==> src/design/pfr_pkg.sv <==
package pfr_pkg;

	localparam int CFG_IDX_W = 3;
	localparam int CFG_DATA_W = 16;
	localparam int CNT_W = 32;
	localparam int CYC_W = 48;
	localparam int PEN_W = 16;
	localparam int QDEPTH = 2;

	localparam logic [CFG_IDX_W-1:0] REG_POLICY_MODE = 3'd0;
	localparam logic [CFG_IDX_W-1:0] REG_FRAMES_IN_USE = 3'd1;
	localparam logic [CFG_IDX_W-1:0] REG_PAGE_SHIFT = 3'd2;
	localparam logic [CFG_IDX_W-1:0] REG_LOAD_PENALTY = 3'd3;
	localparam logic [CFG_IDX_W-1:0] REG_WRITEBACK_PENALTY = 3'd4;

	localparam logic POLICY_FIFO = 1'b0;
	localparam logic POLICY_LRU = 1'b1;

	localparam logic [4:0] RST_FRAMES_IN_USE = 5'd16;
	localparam logic [4:0] RST_PAGE_SHIFT = 5'd12;
	localparam logic [PEN_W-1:0] RST_LOAD_PENALTY = 16'd100;
	localparam logic [PEN_W-1:0] RST_WRITEBACK_PENALTY = 16'd500;

	typedef struct packed {
		logic policy_mode;
		logic [4:0] frames_in_use;
		logic [4:0] page_shift;
		logic [PEN_W-1:0] load_penalty;
		logic [PEN_W-1:0] writeback_penalty;
	} cfg_t;

	typedef struct packed {
		logic valid;
		logic hit;
		logic evicted;
		logic evicted_dirty;
	} res_t;

endpackage

==> src/design/pfr_front.sv <==
module pfr_front #(
	parameter int PAGE_BITS = 24
) (
	input logic clk,
	input logic arst_n,
	input logic start,
	output logic busy,
	input logic [31:0] address,
	input logic is_write,
	input logic [4:0] page_shift,
	input logic q_full,
	output logic q_push,
	output logic [PAGE_BITS-1:0] q_page,
	output logic q_wr
);
	import pfr_pkg::*;

	logic v_s1;
	logic [PAGE_BITS-1:0] page_s1;
	logic wr_s1;
	logic [31:0] shifted;
	logic take;

	assign shifted = address >> page_shift;
	assign busy = v_s1 && q_full;
	assign take = start && !busy;
	assign q_push = v_s1 && !q_full;
	assign q_page = page_s1;
	assign q_wr = wr_s1;

	always_ff @(posedge clk or negedge arst_n) begin
		if (!arst_n) begin
			v_s1 <= 1'b0;
		end else if (take) begin
			v_s1 <= 1'b1;
		end else if (q_push) begin
			v_s1 <= 1'b0;
		end
	end

	always_ff @(posedge clk) begin
		if (take) begin
			page_s1 <= shifted[PAGE_BITS-1:0];
			wr_s1 <= is_write;
		end
	end

endmodule

==> src/design/pfr_fifo.sv <==
module pfr_fifo #(
	parameter int W = 25
) (
	input logic clk,
	input logic arst_n,
	input logic push,
	input logic [W-1:0] wdata,
	input logic pop,
	output logic [W-1:0] rdata,
	output logic full,
	output logic empty
);
	import pfr_pkg::*;

	localparam int PW = (QDEPTH > 1) ? $clog2(QDEPTH) : 1;
	localparam int CW = $clog2(QDEPTH + 1);

	logic [W-1:0] mem_q [QDEPTH];
	logic [PW-1:0] wr_ptr_q;
	logic [PW-1:0] rd_ptr_q;
	logic [CW-1:0] cnt_q;
	logic do_push;
	logic do_pop;

	assign full = (cnt_q == CW'(QDEPTH));
	assign empty = (cnt_q == '0);
	assign do_push = push && !full;
	assign do_pop = pop && !empty;
	assign rdata = mem_q[rd_ptr_q];

	always_ff @(posedge clk or negedge arst_n) begin
		if (!arst_n) begin
			wr_ptr_q <= '0;
			rd_ptr_q <= '0;
			cnt_q <= '0;
		end else begin
			if (do_push) begin
				wr_ptr_q <= (wr_ptr_q == PW'(QDEPTH - 1)) ? '0 : wr_ptr_q + 1'b1;
			end
			if (do_pop) begin
				rd_ptr_q <= (rd_ptr_q == PW'(QDEPTH - 1)) ? '0 : rd_ptr_q + 1'b1;
			end
			if (do_push && !do_pop) begin
				cnt_q <= cnt_q + 1'b1;
			end else if (do_pop && !do_push) begin
				cnt_q <= cnt_q - 1'b1;
			end
		end
	end

	always_ff @(posedge clk) begin
		if (do_push) begin
			mem_q[wr_ptr_q] <= wdata;
		end
	end

endmodule

==> src/design/pfr_table.sv <==
module pfr_table #(
	parameter int MAX_FRAMES = 16,
	parameter int PAGE_BITS = 24
) (
	input logic clk,
	input logic arst_n,
	input pfr_pkg::cfg_t cfg,
	input logic pop,
	input logic [PAGE_BITS-1:0] in_page,
	input logic in_wr,
	output pfr_pkg::res_t res,
	output logic [PAGE_BITS-1:0] evp
);
	import pfr_pkg::*;

	localparam int IW = $clog2(MAX_FRAMES);
	localparam int FW = $clog2(MAX_FRAMES + 1);
	localparam int LW = (FW > 5) ? FW : 5;
	localparam logic [LW-1:0] MAXL = LW'(MAX_FRAMES);

	logic [PAGE_BITS-1:0] page_q [MAX_FRAMES];
	logic [IW-1:0] rank_q [MAX_FRAMES];
	logic [MAX_FRAMES-1:0] valid_q;
	logic [MAX_FRAMES-1:0] dirty_q;
	logic [FW-1:0] occ_q;
	res_t res_s3;
	logic [PAGE_BITS-1:0] evp_s3;

	logic [MAX_FRAMES-1:0] match;
	logic hit;
	logic [IW-1:0] hit_idx;
	logic [IW-1:0] hit_rank;
	logic [IW-1:0] old_idx;
	logic [LW-1:0] fr_w;
	logic [LW-1:0] lim;
	logic fill;
	logic evict;
	logic [IW-1:0] occ_idx;
	logic [IW-1:0] newest_rank;
	logic lru;

	always_comb begin
		hit = 1'b0;
		hit_idx = '0;
		hit_rank = '0;
		old_idx = '0;
		for (int f = 0; f < MAX_FRAMES; f++) begin
			match[f] = valid_q[f] && (page_q[f] == in_page);
			if (match[f]) begin
				hit = 1'b1;
				hit_idx = hit_idx | IW'(f);
				hit_rank = hit_rank | rank_q[f];
			end
			if (valid_q[f] && (rank_q[f] == '0)) begin
				old_idx = old_idx | IW'(f);
			end
		end
	end

	always_comb begin
		fr_w = LW'(cfg.frames_in_use);
		priority if (fr_w == '0) begin
			lim = LW'(1);
		end else if (fr_w > MAXL) begin
			lim = MAXL;
		end else begin
			lim = fr_w;
		end
	end

	assign fill = !hit && (LW'(occ_q) < lim);
	assign evict = !hit && !fill;
	assign occ_idx = occ_q[IW-1:0];
	assign newest_rank = IW'(occ_q - 1'b1);
	assign lru = (cfg.policy_mode == POLICY_LRU);
	assign res = res_s3;
	assign evp = evp_s3;

	always_ff @(posedge clk or negedge arst_n) begin
		if (!arst_n) begin
			valid_q <= '0;
			dirty_q <= '0;
			occ_q <= '0;
			res_s3 <= '0;
		end else begin
			res_s3.valid <= pop;
			if (pop) begin
				res_s3.hit <= hit;
				res_s3.evicted <= evict;
				res_s3.evicted_dirty <= evict && dirty_q[old_idx];
				if (hit) begin
					if (in_wr) begin
						dirty_q[hit_idx] <= 1'b1;
					end
				end else if (fill) begin
					valid_q[occ_idx] <= 1'b1;
					dirty_q[occ_idx] <= in_wr;
					occ_q <= occ_q + 1'b1;
				end else begin
					dirty_q[old_idx] <= in_wr;
				end
			end
		end
	end

	always_ff @(posedge clk) begin
		if (pop) begin
			evp_s3 <= evict ? page_q[old_idx] : '0;
			if (hit) begin
				if (lru) begin
					for (int f = 0; f < MAX_FRAMES; f++) begin
						if (valid_q[f] && (rank_q[f] > hit_rank)) begin
							rank_q[f] <= rank_q[f] - 1'b1;
						end
					end
					rank_q[hit_idx] <= newest_rank;
				end
			end else if (fill) begin
				page_q[occ_idx] <= in_page;
				rank_q[occ_idx] <= occ_idx;
			end else begin
				for (int f = 0; f < MAX_FRAMES; f++) begin
					if (valid_q[f] && (rank_q[f] != '0)) begin
						rank_q[f] <= rank_q[f] - 1'b1;
					end
				end
				rank_q[old_idx] <= newest_rank;
				page_q[old_idx] <= in_page;
			end
		end
	end

	a_unique_page: assert property (@(posedge clk) disable iff (!arst_n)
		pop |-> $onehot0(match))
		else $error("page resident in more than one frame");

	a_fill_grows: assert property (@(posedge clk) disable iff (!arst_n)
		pop && fill |=> occ_q == FW'($past(occ_q) + 1'b1))
		else $error("occupancy did not grow on a fill");

	a_occ_bound: assert property (@(posedge clk) disable iff (!arst_n)
		LW'(occ_q) <= MAXL)
		else $error("occupancy beyond frame count");

	a_evict_needs_frames: assert property (@(posedge clk) disable iff (!arst_n)
		pop && evict |-> occ_q != '0)
		else $error("eviction from an empty table");

endmodule

==> src/design/pfr_stats.sv <==
module pfr_stats #(
	parameter int PAGE_BITS = 24
) (
	input logic clk,
	input logic arst_n,
	input pfr_pkg::cfg_t cfg,
	input pfr_pkg::res_t res,
	input logic [PAGE_BITS-1:0] evp,
	output logic done,
	output logic hit,
	output logic evicted,
	output logic evicted_dirty,
	output logic [PAGE_BITS-1:0] evicted_page,
	output logic [pfr_pkg::CNT_W-1:0] hit_count,
	output logic [pfr_pkg::CNT_W-1:0] fault_count,
	output logic [pfr_pkg::CNT_W-1:0] reference_count,
	output logic [pfr_pkg::CYC_W-1:0] total_cycles
);
	import pfr_pkg::*;

	logic done_q;
	logic hit_q;
	logic ev_q;
	logic evd_q;
	logic [PAGE_BITS-1:0] evp_q;
	logic [CNT_W-1:0] hits_q;
	logic [CNT_W-1:0] faults_q;
	logic [CNT_W-1:0] refs_q;
	logic [CYC_W-1:0] cyc_q;
	logic [PEN_W:0] delta;
	logic [CYC_W:0] cyc_sum;

	assign delta = {1'b0, cfg.load_penalty}
		+ (res.evicted_dirty ? {1'b0, cfg.writeback_penalty} : '0);
	assign cyc_sum = {1'b0, cyc_q} + (CYC_W + 1)'(delta);

	always_ff @(posedge clk or negedge arst_n) begin
		if (!arst_n) begin
			done_q <= 1'b0;
			hits_q <= '0;
			faults_q <= '0;
			refs_q <= '0;
			cyc_q <= '0;
		end else begin
			done_q <= res.valid;
			if (res.valid) begin
				if (&refs_q == 1'b0) begin
					refs_q <= refs_q + 1'b1;
				end
				if (res.hit) begin
					if (&hits_q == 1'b0) begin
						hits_q <= hits_q + 1'b1;
					end
				end else begin
					if (&faults_q == 1'b0) begin
						faults_q <= faults_q + 1'b1;
					end
					cyc_q <= cyc_sum[CYC_W] ? '1 : cyc_sum[CYC_W-1:0];
				end
			end
		end
	end

	always_ff @(posedge clk) begin
		if (res.valid) begin
			hit_q <= res.hit;
			ev_q <= res.evicted;
			evd_q <= res.evicted_dirty;
			evp_q <= evp;
		end
	end

	assign done = done_q;
	assign hit = hit_q;
	assign evicted = ev_q;
	assign evicted_dirty = evd_q;
	assign evicted_page = evp_q;
	assign hit_count = hits_q;
	assign fault_count = faults_q;
	assign reference_count = refs_q;
	assign total_cycles = cyc_q;

endmodule

==> src/design/page_frame_replacement_unit.sv <==
// Channel   Handshake                  Payload
// request   start, busy                address, is_write
// result    done (one-cycle strobe)    hit, evicted, evicted_dirty, evicted_page, counts
// config    cfg_valid, cfg_ready       cfg_index, cfg_data
//
// A request can be taken every cycle while busy is low; the table does the frame lookup and age update.
// The result strobe follows the front register, the queue, the table result register and the stats register.
// Reset empties the frame table, clears occupancy and counters and sets the default configuration at once.
// The receiver cannot stall; busy rises only when the front register and queue are full.
module page_frame_replacement_unit #(
	parameter int MAX_FRAMES = 16,
	parameter int PAGE_BITS = 24
) (
	input logic clk,
	input logic arst_n,
	input logic start,
	output logic busy,
	input logic [31:0] address,
	input logic is_write,
	input logic cfg_valid,
	output logic cfg_ready,
	input logic [pfr_pkg::CFG_IDX_W-1:0] cfg_index,
	input logic [pfr_pkg::CFG_DATA_W-1:0] cfg_data,
	output logic done,
	output logic hit,
	output logic evicted,
	output logic evicted_dirty,
	output logic [PAGE_BITS-1:0] evicted_page,
	output logic [pfr_pkg::CNT_W-1:0] hit_count,
	output logic [pfr_pkg::CNT_W-1:0] fault_count,
	output logic [pfr_pkg::CNT_W-1:0] reference_count,
	output logic [pfr_pkg::CYC_W-1:0] total_cycles
);
	import pfr_pkg::*;

	cfg_t cfg_q;
	logic q_full;
	logic q_empty;
	logic q_push;
	logic [PAGE_BITS-1:0] q_page;
	logic q_wr;
	logic [PAGE_BITS:0] q_rdata;
	res_t res;
	logic [PAGE_BITS-1:0] evp;

	assign cfg_ready = 1'b1;

	always_ff @(posedge clk or negedge arst_n) begin
		if (!arst_n) begin
			cfg_q.policy_mode <= POLICY_FIFO;
			cfg_q.frames_in_use <= RST_FRAMES_IN_USE;
			cfg_q.page_shift <= RST_PAGE_SHIFT;
			cfg_q.load_penalty <= RST_LOAD_PENALTY;
			cfg_q.writeback_penalty <= RST_WRITEBACK_PENALTY;
		end else if (cfg_valid && cfg_ready) begin
			unique case (cfg_index)
				REG_POLICY_MODE: cfg_q.policy_mode <= cfg_data[0];
				REG_FRAMES_IN_USE: cfg_q.frames_in_use <= cfg_data[4:0];
				REG_PAGE_SHIFT: cfg_q.page_shift <= cfg_data[4:0];
				REG_LOAD_PENALTY: cfg_q.load_penalty <= cfg_data;
				REG_WRITEBACK_PENALTY: cfg_q.writeback_penalty <= cfg_data;
				default: begin
				end
			endcase
		end
	end

	pfr_front #(
		.PAGE_BITS(PAGE_BITS)
	) u_front (
		.clk(clk),
		.arst_n(arst_n),
		.start(start),
		.busy(busy),
		.address(address),
		.is_write(is_write),
		.page_shift(cfg_q.page_shift),
		.q_full(q_full),
		.q_push(q_push),
		.q_page(q_page),
		.q_wr(q_wr)
	);

	pfr_fifo #(
		.W(PAGE_BITS + 1)
	) u_fifo (
		.clk(clk),
		.arst_n(arst_n),
		.push(q_push),
		.wdata({q_wr, q_page}),
		.pop(!q_empty),
		.rdata(q_rdata),
		.full(q_full),
		.empty(q_empty)
	);

	pfr_table #(
		.MAX_FRAMES(MAX_FRAMES),
		.PAGE_BITS(PAGE_BITS)
	) u_table (
		.clk(clk),
		.arst_n(arst_n),
		.cfg(cfg_q),
		.pop(!q_empty),
		.in_page(q_rdata[PAGE_BITS-1:0]),
		.in_wr(q_rdata[PAGE_BITS]),
		.res(res),
		.evp(evp)
	);

	pfr_stats #(
		.PAGE_BITS(PAGE_BITS)
	) u_stats (
		.clk(clk),
		.arst_n(arst_n),
		.cfg(cfg_q),
		.res(res),
		.evp(evp),
		.done(done),
		.hit(hit),
		.evicted(evicted),
		.evicted_dirty(evicted_dirty),
		.evicted_page(evicted_page),
		.hit_count(hit_count),
		.fault_count(fault_count),
		.reference_count(reference_count),
		.total_cycles(total_cycles)
	);

endmodule

==> config.mk <==
export PLATFORM = sky130hd
export DESIGN_NAME = page_frame_replacement_unit
export DESIGN_NICKNAME = d
export VERILOG_FILES = /design/src/design/pfr_pkg.sv /design/src/design/pfr_front.sv /design/src/design/pfr_fifo.sv /design/src/design/pfr_table.sv /design/src/design/pfr_stats.sv /design/src/design/page_frame_replacement_unit.sv
export SDC_FILE = /design/constraint.sdc
export NUM_CORES = 2
export LEC_CHECK = 0
export ABC_CLOCK_PERIOD_IN_PS = 15700
export BUFFER_PORTS_ARGS = -buffer_cell sky130_fd_sc_hd__buf_2
export CORE_MARGIN = 2
export CORE_UTILIZATION = 29
export DETAILED_ROUTE_END_ITERATION = 16
export GPL_ROUTABILITY_DRIVEN = 0
export GPL_TIMING_DRIVEN = 0
export PLACE_DENSITY = 0.48
export SLEW_MARGIN = 5
export SYNTH_ARGS = -nofsm -noshare
export SYNTH_HDL_FRONTEND = slang
export SYNTH_SLANG_ARGS = --single-unit
==> constraint.sdc <==
create_clock -name clk -period 15.7 [get_ports clk]
set_clock_uncertainty 0.1 [all_clocks]
set_input_delay 1.57 -clock clk [delete_from_list [all_inputs] [get_ports clk]]
set_output_delay 1.57 -clock clk [all_outputs]
set_load 0.03 [all_outputs]
* Word-level counts from Yosys, hierarchy flattened *
Memories as Yosys holds them, arrays and structs flattened. A register that Yosys moved wholly into a read port is not among the register bits.
Index checks and enable logic that the tools add are counted.
W data, S select, Z words.

word-level totals
  flip-flop bits (word level) = 286
  RAM bits = 498
  input bits = 56
  output and inout port bits = 174
  memories = 3

cells by class
  add/subtract/negate cells = 27
  order comparisons = 24
  equality and inequality tests = 22
  shift-type cells = 1
  muxes and demuxes = 284
  bitwise gates (word level) = 39
  reduce and logical (&&, ||, !) cells = 136

memory list
  memory          depth  bits a word  read ports  clocked after memory_dff  write ports  RTL line         source
  u_table.page_q  16     24           17          1                         1            pfr_table.sv:21  logic [PAGE_BITS-1:0] page_q [MAX_FRAMES];
  u_table.rank_q  16     4            16          0                         17           pfr_table.sv:22  logic [IW-1:0] rank_q [MAX_FRAMES];
  u_fifo.mem_q    2      25           1           0                         1            pfr_fifo.sv:18   logic [W-1:0] mem_q [QDEPTH];

operator list
  cell                     number
  $eq A24 B24 Y1           16
  $mux W4                  53
  $mux W1                  203
  $add A32 B1 Y32 const B  3
  $reduce_and A32 Y1       3
  $logic_and A1 B1 Y1      75
  $sub A4 B1 Y4 const B    17
  $gt A4 B4 Y1             16
  $mux W16                 4
  $reduce_bool A4 Y1       16
  $logic_not A4 Y1         15
  $or A4 B4 Y4             15
  $add A48 B17 Y49         1
  $mux W48                 1
  $bwmux W16               2
  $or A16 B16 Y16          2
  $shr A32 B5 Y24          1
  $mux W24                 1
  $mux W3                  8
  $reduce_or A24 Y1        1
  $add A16 B17 Y17         1
  $or A1 B1 Y1             16
  $reduce_and A2 Y1        8
  $lt A4 B5 Y1 const B     3
  other kinds (24)         52

* Logic depth before layout (Yosys ltp) *
An unclocked memory read counts as a cell.

  depth in word-level cells = 43
  gate-level depth with buffers = 23
  depth with buffers taken out = 23

* Hierarchy *
From an unflattened synthesis, not the netlist that was laid out.

unflattened totals
  cells, all modules = 3846
  area total of the unflattened synthesis = 45247.1 sq um

by module, submodules not included
  module                       times used  cells an instance  area an instance (sq um)
  pfr_table                    1           2573               29658.4
  pfr_stats                    1           857                9080.0
  pfr_front                    1           222                2673.8
  pfr_fifo                     1           97                 2102.0
  page_frame_replacement_unit  1           97                 1732.9

* Worst setup path before layout *
Ideal clock, no wire load.

  kind = flip-flop to flip-flop
  start point = register u_fifo.rd_ptr_q
  end point = memory u_table.page_q[0][0], enable pin
  library setup time = 0.435 ns
  data arrival time = 4.847 ns
  slack = 10.318 ns
  cell stages (with the launch flop) = 15
  path buffers = 3
  path through = dfrtp_1 > buf_6 > buf_8 > mux2i_4 > buf_4 > xnor2_1 > nor4_1 > nand3_1 > nor3_2 > nor4_2 > nand2_2 > or2_1 > nor2_1 > mux2_2 > nor3_1

between the ends
  cells in the longest elaborated chain, start to end = 27
  elaborated cells between the ends (all ways) = 62
  classes of those cells = eq/ne: 16; mux: 26; reduce/logical: 19; memory: 1

RTL lines
  element                                              RTL line          source
  from (decl)                                          pfr_fifo.sv:20    logic [PW-1:0] rd_ptr_q;
  from (signal assigned)                               pfr_fifo.sv:41    rd_ptr_q <= (rd_ptr_q == PW'(QDEPTH - 1)) ? '0 : rd_ptr_q + 1'b1;
  $mem_v2 Z2 W25 *                                     --
  $eq A24 B24 Y1                                       pfr_table.sv:48   match[f] = valid_q[f] && (page_q[f] == in_page);
  $logic_and A1 B1 Y1                                  pfr_table.sv:48
  $mux W1 (15 in a row)                                pfr_table.sv:49   if (match[f]) begin
  $mux W1 *                                            pfr_table.sv:49
  $logic_not A1 Y1                                     pfr_table.sv:71   assign fill = !hit && (LW'(occ_q) < lim);
  $logic_and A1 B1 Y1                                  pfr_table.sv:71
  $mux W1                                              pfr_table.sv:118  end else if (fill) begin
  $mux W1                                              pfr_table.sv:109  if (hit) begin
  $mux W1                                              pfr_table.sv:107  if (pop) begin
  $mux W1 (implied by the code)                        pfr_table.sv:128  page_q[old_idx] <= in_page;
  $reduce_or A24 Y1 (no line)                          --
  $mux W4 (no line) / $mux W1 (equally long branches)  --
  to (decl)                                            pfr_table.sv:21

Mark *: on every way between the ends. The rest lies on a longest branch, timed or not.

==> results.sh <==
export IMPL_hold_path_class="flop to flop"
export IMPL_h_tree_depth=3
export IMPL_cts_path_max_buffers=3
export IMPL_ys_warn_count=0
export IMPL_syn_cell_area_um2=44000
export IMPL_status="finished clean"
export IMPL_clk_pin_slew_worst_paths_ps=60
export IMPL_startpoint_type="flop"
export IMPL_fin_crit_sh=0.431
export IMPL_grt_busiest_layer="met2"
export IMPL_nets=4323
export IMPL_grt_pass1_vias=31600
export IMPL_cts_buffers=96
export IMPL_placed_area_um2=48200
export IMPL_holdPathStages=0
export IMPL_core_um2=151000
export IMPL_ios=230
export IMPL_die_y_um=394
export IMPL_num_rows=143
export IMPL_ant_nets=0
export IMPL_vias=32100
export IMPL_nFillCells=15400
export IMPL_drt_iter0_drc=3022
export IMPL_use_met1=0.256
export IMPL_yosysUniqueCellTypes=102
export IMPL_wl_per_cell_um=24.1
export IMPL_synth_common_cells="574 x edfxtp_1, 436 x xnor2_1, 424 x nand2_1"
export IMPL_synth_area_leader_cell="edfxtp_1"
export IMPL_antenna_found_initial=14
export IMPL_stdcell_area_um2=51400
export IMPL_fmax_mhz=148
export IMPL_r2r_cells=12
export IMPL_crit_type="flop to flop"
export IMPL_postRouteWirelength_um=151000
export IMPL_min_period_ps=6770
export IMPL_clock_sinks=808
export IMPL_drive_above_1_share=0.157
export IMPL_synth_avg_cell_area_um2=11.6
export IMPL_ys_seq_area_frac=0.525
export IMPL_root_buffer="clkbuf_16"
export IMPL_synth_ff_type="edfxtp_1"
export IMPL_synthTopCellsByArea="edfxtp_1 39%, dfrtp_1 13%, xnor2_1 8.7%, nand2_1 3.6%, ha_1 3.6%"
export IMPL_syn_nets=3966
export IMPL_start_util=0.291
export IMPL_worst_pin_slew_ps=1400
export IMPL_multi_input_area_um2=19800
export IMPL_tns_ps=0
export IMPL_track_usage=0.189
export IMPL_grt_max_degree=102
export IMPL_syn2layout_area_growth_pct=16.7
export IMPL_grt_pass1_wl_um=218000
export IMPL_cp_end_kind="flop"
export IMPL_grt_setup_unrepaired="no"
export IMPL_hold_violations=0
export IMPL_relSlewSlack=0.0571
export IMPL_netlist_instances=3781
export IMPL_synth_most_common_cell="edfxtp_1"
export IMPL_dpl_hpwl_um=115000
export IMPL_grt_util_met2=0.301
export IMPL_finalSetupViolCount=0
export IMPL_crit_path_max_fanout=10
export IMPL_drv_slew=0
export IMPL_maxCapViolCount=0
export IMPL_drcViolationCount=0
export IMPL_postCtsSetupBuffers=0
export IMPL_register_area_um2=23100
export IMPL_cts_tree="done"
export IMPL_hold_buffers=0
export IMPL_portBuffers=228
export IMPL_yosys_area_top_type_share=0.391
export IMPL_grt_ovfl_total=0
export IMPL_firstDrtPassIters=5
export IMPL_viasPerCell=5.14
export IMPL_synthArstFlopShare=0.290
export IMPL_synth_edff_count=574
export IMPL_cp_arrival_ps=7080
export IMPL_die_area_um2=155000
export IMPL_ys_seq_elements=808
export IMPL_worstPathRequired_ps=16010
export IMPL_clk_latency_ps=720
export IMPL_dieWidth_um=394
export IMPL_cts_resized=0
export IMPL_r2r_slack_ps=8930
export IMPL_grt_use_met3=0.0301
## critical path: stages, from the launching register on
cell	delay (ps)
edfxtp_1	440
inv_1	110
ha_1	220
and3_1	260
or4_1	680
a2111oi_4	660
clkbuf_1	650
clkbuf_1	1020
clkbuf_1	840
nand2_1	140
a31oi_1	550
a211oi_1	170
a211oi_1	610
## registers in the layout, indices dropped and copies added, names as in the netlist, 4 cells and up
signal                   count
u_stats.reference_count     32
u_table.page_q             384
u_table.rank_q              64
u_table.dirty_q             16
u_fifo.mem_q                50
cfg_q                       43
u_table.valid_q             16
u_table.occ_q                5
u_stats.hit_count           32
u_stats.evicted_page        24
u_front.q_page              24
u_stats.fault_count         32
u_stats.total_cycles        48
u_table.res                  4
u_table.evp                 24
## per-layer routing
layer  up-vias  routed length (um)
li1      14600                   -
met1     16100               66500
met2      1128               68800
met3       291                9270
met4         6                6280
met5         -                  28
## per-stage QoR
step            util  setup WS (ps)  std cells  hold slack (ps)
2_1_floorplan      -          10320       3781              300
3_3_place_gp   0.315           6880       6039              306
3_5_place_dp   0.318           9140       6069              305
4_1_cts        0.339           9130       6247              317
5_1_grt        0.339           8680       6248              326
6_report       0.339           8930       6249              302
## layout make-up
type                    count  area share
well taps                2030      0.0494
clock buffers             115      0.0491
diodes                      1   0.0000487
multi-input cells        2692       0.384
repair buffers            259      0.0300
plain buffers             190      0.0180
clock inverters            63      0.0126
inverters                  91     0.00665
flip-flops and latches    808       0.450
## kinds of logic after synthesis
logic type,count (synthesis),share of synthesized area
AND/OR/NAND/NOR,1174,0.139
flip-flops,808,0.525
AO/OA/AOI/OAI,618,0.0986
XOR/XNOR,567,0.113
buffers and inverters,281,0.0287
multiplexers,203,0.0594
adder cells (fa/ha/maj),129,0.0370
other,1,0.0000851
## cell usage in the layout (no fill, tap or decap), types with 16 or more instances in the layout
cell type / synthesis / final
edfxtp_1: 574 / 574
xnor2_1: 436 / 436
nand2_1: 424 / 424
buf_2: 13 / 240
dfrtp_1: 222 / 221
a211oi_1: 158 / 158
clkbuf_1: 132 / 146
xor2_1: 130 / 130
ha_1: 127 / 127
and2_1: 125 / 125
a21oi_1: 114 / 114
nand3_1: 113 / 113
mux2i_1: 110 / 110
nor2_1: 110 / 102
clkbuf_16: 0 / 97
inv_1: 87 / 87
nor4_1: 78 / 78
nor3_1: 85 / 77
a31oi_1: 76 / 76
o21ai_0: 76 / 76
a311oi_1: 52 / 52
nand4_1: 50 / 50
mux2_2: 50 / 50
and3_1: 44 / 40
nand2b_1: 32 / 32
nor2b_1: 29 / 29
clkinv_2: 0 / 29
mux2i_4: 24 / 24
buf_6: 17 / 21
buf_4: 6 / 20
mux4_2: 17 / 17
nor3_2: 8 / 16
## worst paths after layout
path | startpoint | to
worst max-delay path | u_table.rank_q[15][0]$_DFFE_PP_ | u_table.evp[1]$_SDFFCE_PN0N_
worst min-delay path | u_table.evp[13]$_SDFFCE_PN0N_ | u_stats.evicted_page[13]$_DFFE_PP_
worst max register to register | u_table.rank_q[15][0]$_DFFE_PP_ | u_table.evp[1]$_SDFFCE_PN0N_
worst min register to register | u_table.evp[13]$_SDFFCE_PN0N_ | u_stats.evicted_page[13]$_DFFE_PP_
max in group asynchronous | arst_n | u_table.res[3]$_DFF_PN0_
min in group asynchronous | arst_n | u_stats.fault_count[12]$_DFFE_PN0P_
Power is left out: the tool's default activity adds up to more than one toggle a clock period on the data nets, which glitch-free logic cannot reach.
